File: config.mk
export PLATFORM = sky130hd
export DESIGN_NAME = frb_ctrl
export DESIGN_NICKNAME = d
export VERILOG_FILES = /design/src/design/frb_pkg.sv /design/src/design/frb_ctrl.sv
export SDC_FILE = /design/constraint.sdc
export NUM_CORES = 1
export LEC_CHECK = 0
export ABC_CLOCK_PERIOD_IN_PS = 6240
export BUFFER_PORTS_ARGS = -buffer_cell sky130_fd_sc_hd__buf_2
export CORE_ASPECT_RATIO = 0.9
export CORE_MARGIN = 4
export CORE_UTILIZATION = 30
export DETAILED_ROUTE_END_ITERATION = 10
export GPL_TIMING_DRIVEN = 0
export PLACE_DENSITY = 0.56
export SLEW_MARGIN = 25
export SYNTH_ARGS = -nofsm -noshare
export SYNTH_HDL_FRONTEND = slang
export SYNTH_SLANG_ARGS = --single-unit
File: constraint.sdc
create_clock -name clk -period 6.24 [get_ports clk]
set_input_delay 0.936 -clock clk [delete_from_list [all_inputs] [get_ports clk]]
set_output_delay 0.936 -clock clk [all_outputs]
set_load 0.02 [all_outputs]
File: src/design/frb_pkg.sv
// ----------------------------------------------------------------------------
// frb_pkg
// Shared sizes, types and helpers for the drop-oldest frame ring buffer.
// ----------------------------------------------------------------------------
package frb_pkg;

  // Storage geometry
  localparam int MAX_SLOTS  = 1024;
  localparam int FRAME_BITS = 64;

  // Port field widths
  localparam int FRAME_W   = 64;
  localparam int CFG_W     = 11;
  localparam int AVAIL_W   = 10;
  localparam int CNT_W     = 32;
  localparam int AVAIL_MAX = (1 << AVAIL_W) - 1;

  // Pointer and capacity widths
  localparam int PTR_W = (MAX_SLOTS > 1) ? $clog2(MAX_SLOTS) : 1;
  localparam int CAP_W = PTR_W + 1;

  typedef logic [PTR_W-1:0]   ptr_t;
  typedef logic [CAP_W-1:0]   cap_t;
  typedef logic [CFG_W-1:0]   cfg_t;
  typedef logic [AVAIL_W-1:0] avail_t;
  typedef logic [CNT_W-1:0]   cnt_t;
  typedef logic [FRAME_W-1:0] frame_t;

  // Memory access request from control to store
  typedef struct packed {
    logic wr_en;
    logic rd_en;
    ptr_t addr;
  } mem_req_t;

  // Outcome of one item
  typedef struct packed {
    logic write_ok;
    logic read_valid;
  } item_res_t;

  // Queue status after the latest item
  typedef struct packed {
    avail_t avail;
    cnt_t   written;
    cnt_t   dropped;
  } status_t;

  // Register value clamped to 1..MAX_SLOTS
  function automatic cap_t clamp_cap(input cfg_t cfg);
    cap_t res;
    if (cfg == '0) begin
      res = cap_t'(1);
    end else if (int'(cfg) > MAX_SLOTS) begin
      res = cap_t'(MAX_SLOTS);
    end else begin
      res = cap_t'(cfg);
    end
    return res;
  endfunction

  // Pointer plus one, wrapping at the capacity
  function automatic ptr_t bump(input ptr_t p, input cap_t cap);
    cap_t n;
    ptr_t res;
    n = {1'b0, p} + cap_t'(1);
    if (n >= cap) begin
      res = '0;
    end else begin
      res = n[PTR_W-1:0];
    end
    return res;
  endfunction

  // Frames held, saturated to the output width
  function automatic avail_t frames_held(input ptr_t wp, input ptr_t rp, input cap_t cap);
    cap_t   diff;
    avail_t res;
    if (wp >= rp) begin
      diff = {1'b0, wp} - {1'b0, rp};
    end else begin
      diff = cap - ({1'b0, rp} - {1'b0, wp});
    end
    if (int'(diff) > AVAIL_MAX) begin
      res = avail_t'(AVAIL_MAX);
    end else begin
      res = avail_t'(diff);
    end
    return res;
  endfunction

endpackage

File: src/design/frb_ctrl.sv
// ----------------------------------------------------------------------------
// frb_ctrl
// Ring pointers, capacity, totals and the per-item write/read decision.
// ----------------------------------------------------------------------------
module frb_ctrl (
  input  logic               clk,
  input  logic               rst,
  input  logic               cfg_we,
  input  frb_pkg::cfg_t      cfg_wdata,
  input  logic               item_go,
  input  logic               item_action,
  output frb_pkg::mem_req_t  req,
  output frb_pkg::item_res_t res,
  output frb_pkg::status_t   status
);
  import frb_pkg::*;

  cap_t cap;
  ptr_t wr_ptr;
  ptr_t rd_ptr;
  cnt_t written;
  cnt_t dropped;

  ptr_t wr_bump;
  ptr_t rd_bump;
  logic full;
  logic empty;
  logic is_read;

  // Decision for the offered item
  assign wr_bump = bump(wr_ptr, cap);
  assign rd_bump = bump(rd_ptr, cap);
  assign full    = (wr_bump == rd_ptr);
  assign empty   = (rd_ptr == wr_ptr);
  assign is_read = item_action;

  assign res.write_ok   = !is_read && !full;
  assign res.read_valid = is_read && !empty;

  assign req.wr_en = item_go && !is_read && !full;
  assign req.rd_en = item_go && is_read && !empty;
  assign req.addr  = is_read ? rd_ptr : wr_ptr;

  // Pointers, capacity and totals
  always_ff @(posedge clk) begin
    if (rst) begin
      cap     <= cap_t'(MAX_SLOTS);
      wr_ptr  <= '0;
      rd_ptr  <= '0;
      written <= '0;
      dropped <= '0;
    end else if (cfg_we) begin
      cap    <= clamp_cap(cfg_wdata);
      wr_ptr <= '0;
      rd_ptr <= '0;
    end else if (item_go) begin
      if (!is_read) begin
        if (full) begin
          // overflow: discard oldest, refuse new
          rd_ptr  <= rd_bump;
          dropped <= dropped + cnt_t'(1);
        end else begin
          wr_ptr  <= wr_bump;
          written <= written + cnt_t'(1);
        end
      end else if (!empty) begin
        rd_ptr <= rd_bump;
      end
    end
  end

  assign status.avail   = frames_held(wr_ptr, rd_ptr, cap);
  assign status.written = written;
  assign status.dropped = dropped;

  // Checks
  a_wr_ptr_in_ring: assert property (@(posedge clk) disable iff (rst)
    {1'b0, wr_ptr} < cap) else $error("write pointer beyond capacity");

  a_rd_ptr_in_ring: assert property (@(posedge clk) disable iff (rst)
    {1'b0, rd_ptr} < cap) else $error("read pointer beyond capacity");

  a_drop_count: assert property (@(posedge clk) disable iff (rst)
    item_go && !cfg_we && !is_read && full |=>
      (dropped == $past(dropped) + cnt_t'(1)) && $stable(written))
    else $error("overflow did not bump drop total alone");

  a_write_count: assert property (@(posedge clk) disable iff (rst)
    item_go && !cfg_we && !is_read && !full |=>
      (written == $past(written) + cnt_t'(1)) && $stable(dropped))
    else $error("stored write did not bump written total alone");

endmodule

==> flow_metrics.tcl <==
set metrics [dict create \
    arrival_ns 4.90 \
    ir_drop_v 0.00009819 \
    min_from "dropped[29]" \
    critPathCaptureType "output port" \
    portBuffers 102 \
    via_count 6644 \
    ys_top_cells_by_area "dfxtp_1, ha_1, xnor2_1" \
    fin_crit_sh_pct 93.52 \
    synth-edff-count 0 \
    place_hpwl_mm 16.83 \
    grt_overflow 0 \
    routed_via_density 5.240 \
    tritoncts "built" \
    yosysUniqueCellTypes 71 \
    p_comb_share_pct 12.0 \
    postCtsSetupBuffers 0 \
    whs_path_depth 2 \
    synthMuxAreaShare_pct 2.512 \
    p_seq_share_pct 46.1 \
    crit_path_cell_trace "ha_1, nand4_1, nor2_2, xnor2_1, inv_1, ha_1, nand3_1, a211oi_1, nor3_2, o21a_1, buf_2, a32oi_1, or2_2, nor3_2, buf_2, buf_2, nor2_1, buf_2" \
    first_global_vias 6173 \
    drt-wirelength-per-cell_um 16.93 \
    die_w_um 168.7 \
    die_area_sq_um 25750 \
    synth_compound_area_share_pct 21.13 \
    crit_slowest_cell "dfxtp_2" \
    grt_usage_pct 16.34 \
    initial_core_util_pct 30.71 \
    maxCapViolCount 0 \
    antenna_found_initial 0 \
    final_antenna_net_count 0 \
    yosysTopAreaCellShare_pct 27.27 \
    drive_gt1_share_pct 18.74 \
    finalSetupViolCount 0 \
    cts_root_buf "clkbuf_16" \
    leakage_nw 3.244 \
    firstDrtPassIters 5 \
    worstHoldEndpoint "dropped[29]" \
    synth_seq_area_share_pct 27.27 \
    period_minus_slack_ns 5.836 \
    area_growth_pct 17.10 \
    outcome "completed" \
    wirelength_mm 21.47 \
    cts_sinks 95 \
    yosysWarnings 0 \
    worstSetupStartpointType "flip-flop" \
    numCtsBuffers 9 \
    syn_area_sq_um 6974 \
    ios 104 \
    synth_top_family_by_area "simple AND/OR/NAND/NOR gates" \
    critPathMostFrequentCell "buf_2" \
    clock.fmax_ghz 0.1714 \
    hold_violations 0 \
    power_density_nw_per_um2 163.4 \
    p_int_w 0.0009749 \
    final_max_slew_viol_count 0 \
    ys_async_sr_fraction_pct 0 \
    hold_buffers 0 \
    n_antenna_cell 0 \
    drc 0 \
    synth_fa_ha_area_share_pct 11.41 \
    yosys.area.top_type "dfxtp_1" \
    clk_pin_slew_ns 0.07 \
    synth-simple-area-share_pct 24.67 \
    syn_area_per_cell_sq_um 8.166 \
    netlist_instances 854 \
    clkPwrFrac_pct 41.9 \
    synth_seq_cells 95 \
    crit_type "flip-flop to output port" \
    cp_slowest_stage_delay_ns 0.46 \
    switching_share_pct 26.93 \
    min_path_type "flip-flop to flip-flop" \
    hold_ws_ns 0.5090 \
    r2r_slack_ns 1.23 \
    synth-main-ff-cell "dfxtp_1" \
    maxSlewHeadroom_pct 48.13 \
    grt_max_degree 16 \
    tightest_slew_ns 0.7751 \
    reg2reg_depth 17 \
    required_ns 5.30 \
    grt_pass1_wl_mm 34.26 \
    clock_path_buffers 2 \
    nNetsFinal 1040 \
    synth_xor_area_share_pct 7.463 \
    cts_htree_levels 3 \
    path_max_fanout 10 \
    gp_congestion 0.9005 \
    insertion_delay_ns 0.35 \
    timing.rr.start "wr_ptr[1]" \
    die_y_um 152.6 \
    num_rows 52 \
    core_sq_um 22710 \
    p_switching_w 0.0003593 \
    fin_tns_setup_ns 0 \
    syn-num-nets 927 \
    drt_iter0_drc 407 \
    reg2reg_to "dropped[7]" \
    finClkSkew_ns 0.01004 \
]
[synthesized netlist by cell type (all sizes together), types with 12 or more instances]
master / number
or3: 17
o21ai: 54
mux2: 12
clkbuf: 24
inv: 57
and3: 16
ha: 46
nand4: 21
nor2: 68
o31ai: 15
nand2: 63
nand3: 38
a21oi: 66
buf: 16
xnor2: 46
or4: 15
nor2b: 19
dfxtp: 95
[cells in the final DEF, fill, tap and decap left out, drive strengths merged, types with 34 or more instances in the layout]
cell and count:
nor2 68, o21ai 54, inv 58, buf 118, ha 46, xnor2 46, clkbuf 34, nand3 38
dfxtp 95, a21oi 66, nand2 63
[registers in the layout, indices dropped and copies added, names as in the netlist]
signal and cells:
cap 11, dropped 32, rd_ptr 10, wr_ptr 10, written 32
[power groups by stage]
stage	registers, W	logic [W]	clock network (W)
2_1_floorplan	0.000627	0.000110	0
3_5_place_dp	0.000629	0.000158	0
3_3_place_gp	0.000629	0.000157	0
5_1_grt	0.000615	0.000178	0.000598
6_report	0.000615	0.000160	0.000559
4_1_cts	0.000615	0.000159	0.000573
[metal layers]
layer,global-route usage [%],share of wire [%],up-vias
met3,3.165,5.1,21
met4,3.787,1.5,0
met2,25.43,45,170
li1,-,-,3317
met1,23.37,48,3136
met5,0,0,-
[stage by stage]
stage               total power [W]  std cells  setup WS, ns  utilization (%)  area, sq um
floorplan                 0.0007378        854         1.538                -         6974
global placement          0.0007865       1253        0.2351            34.60         7856
detailed placement        0.0007867       1253        0.3196            34.60         7856
CTS                        0.001347       1268       0.08798            35.89         8149
global route               0.001392       1268     -0.007769            35.97         8167
finish                     0.001334       1268        0.4042            35.97         8167
[worst max-delay path by stage]
stage,slack [ns],to,startpoint
after floorplan,1.54,req[11],wr_ptr[1]
after global placement,0.24,req[11],wr_ptr[1]
after detailed placement,0.32,req[11],wr_ptr[1]
after CTS,0.09,res[1],wr_ptr[1]
after global routing,-0.008,res[1],wr_ptr[1]
final,0.40,res[1],wr_ptr[1]
[cells by family (layout without fill, tap and decap cells)]
group	count (synthesis)	after routing
xor gates and xnor gates	57	57
AOI/OAI and AO/OA	218	218
muxes	16	16
adders and majority gates	57	57
DFF	95	95
and+or+nand+nor	314	314
buffers and inverters	97	214
[worst max-delay path: cells and delay by family (launching register included)]
kind / cells / cell delay, ns
XOR/XNOR: 1 / 0.20
buffers and inverters: 5 / 1.07
flip-flops: 1 / 0.46
AO/OA/AOI/OAI: 3 / 0.55
adder cells (fa/ha/maj): 2 / 0.56
AND/OR/NAND/NOR: 7 / 1.72
[what timing repair did]
| action | 4_1_cts | 5_1_grt |
|---|---|---|
| gates resized for setup | 1 | 5 |
| pin swaps | 0 | 0 |
| setup endpoints to repair | 1 | 2 |
[cell type report]
class                      instances  area (sq um)
fill                            2385         14540
multi-input combinational        662          4706
sequential                        95          1904
timing repair buffer             102         510.5
tap                              297         371.6
clock buffer                      10         229.0
inverter                          57         214.0
buffer                            40         172.7
clock inverter                     5         58.81
Note: power is estimated with default switching activity, not from simulation.
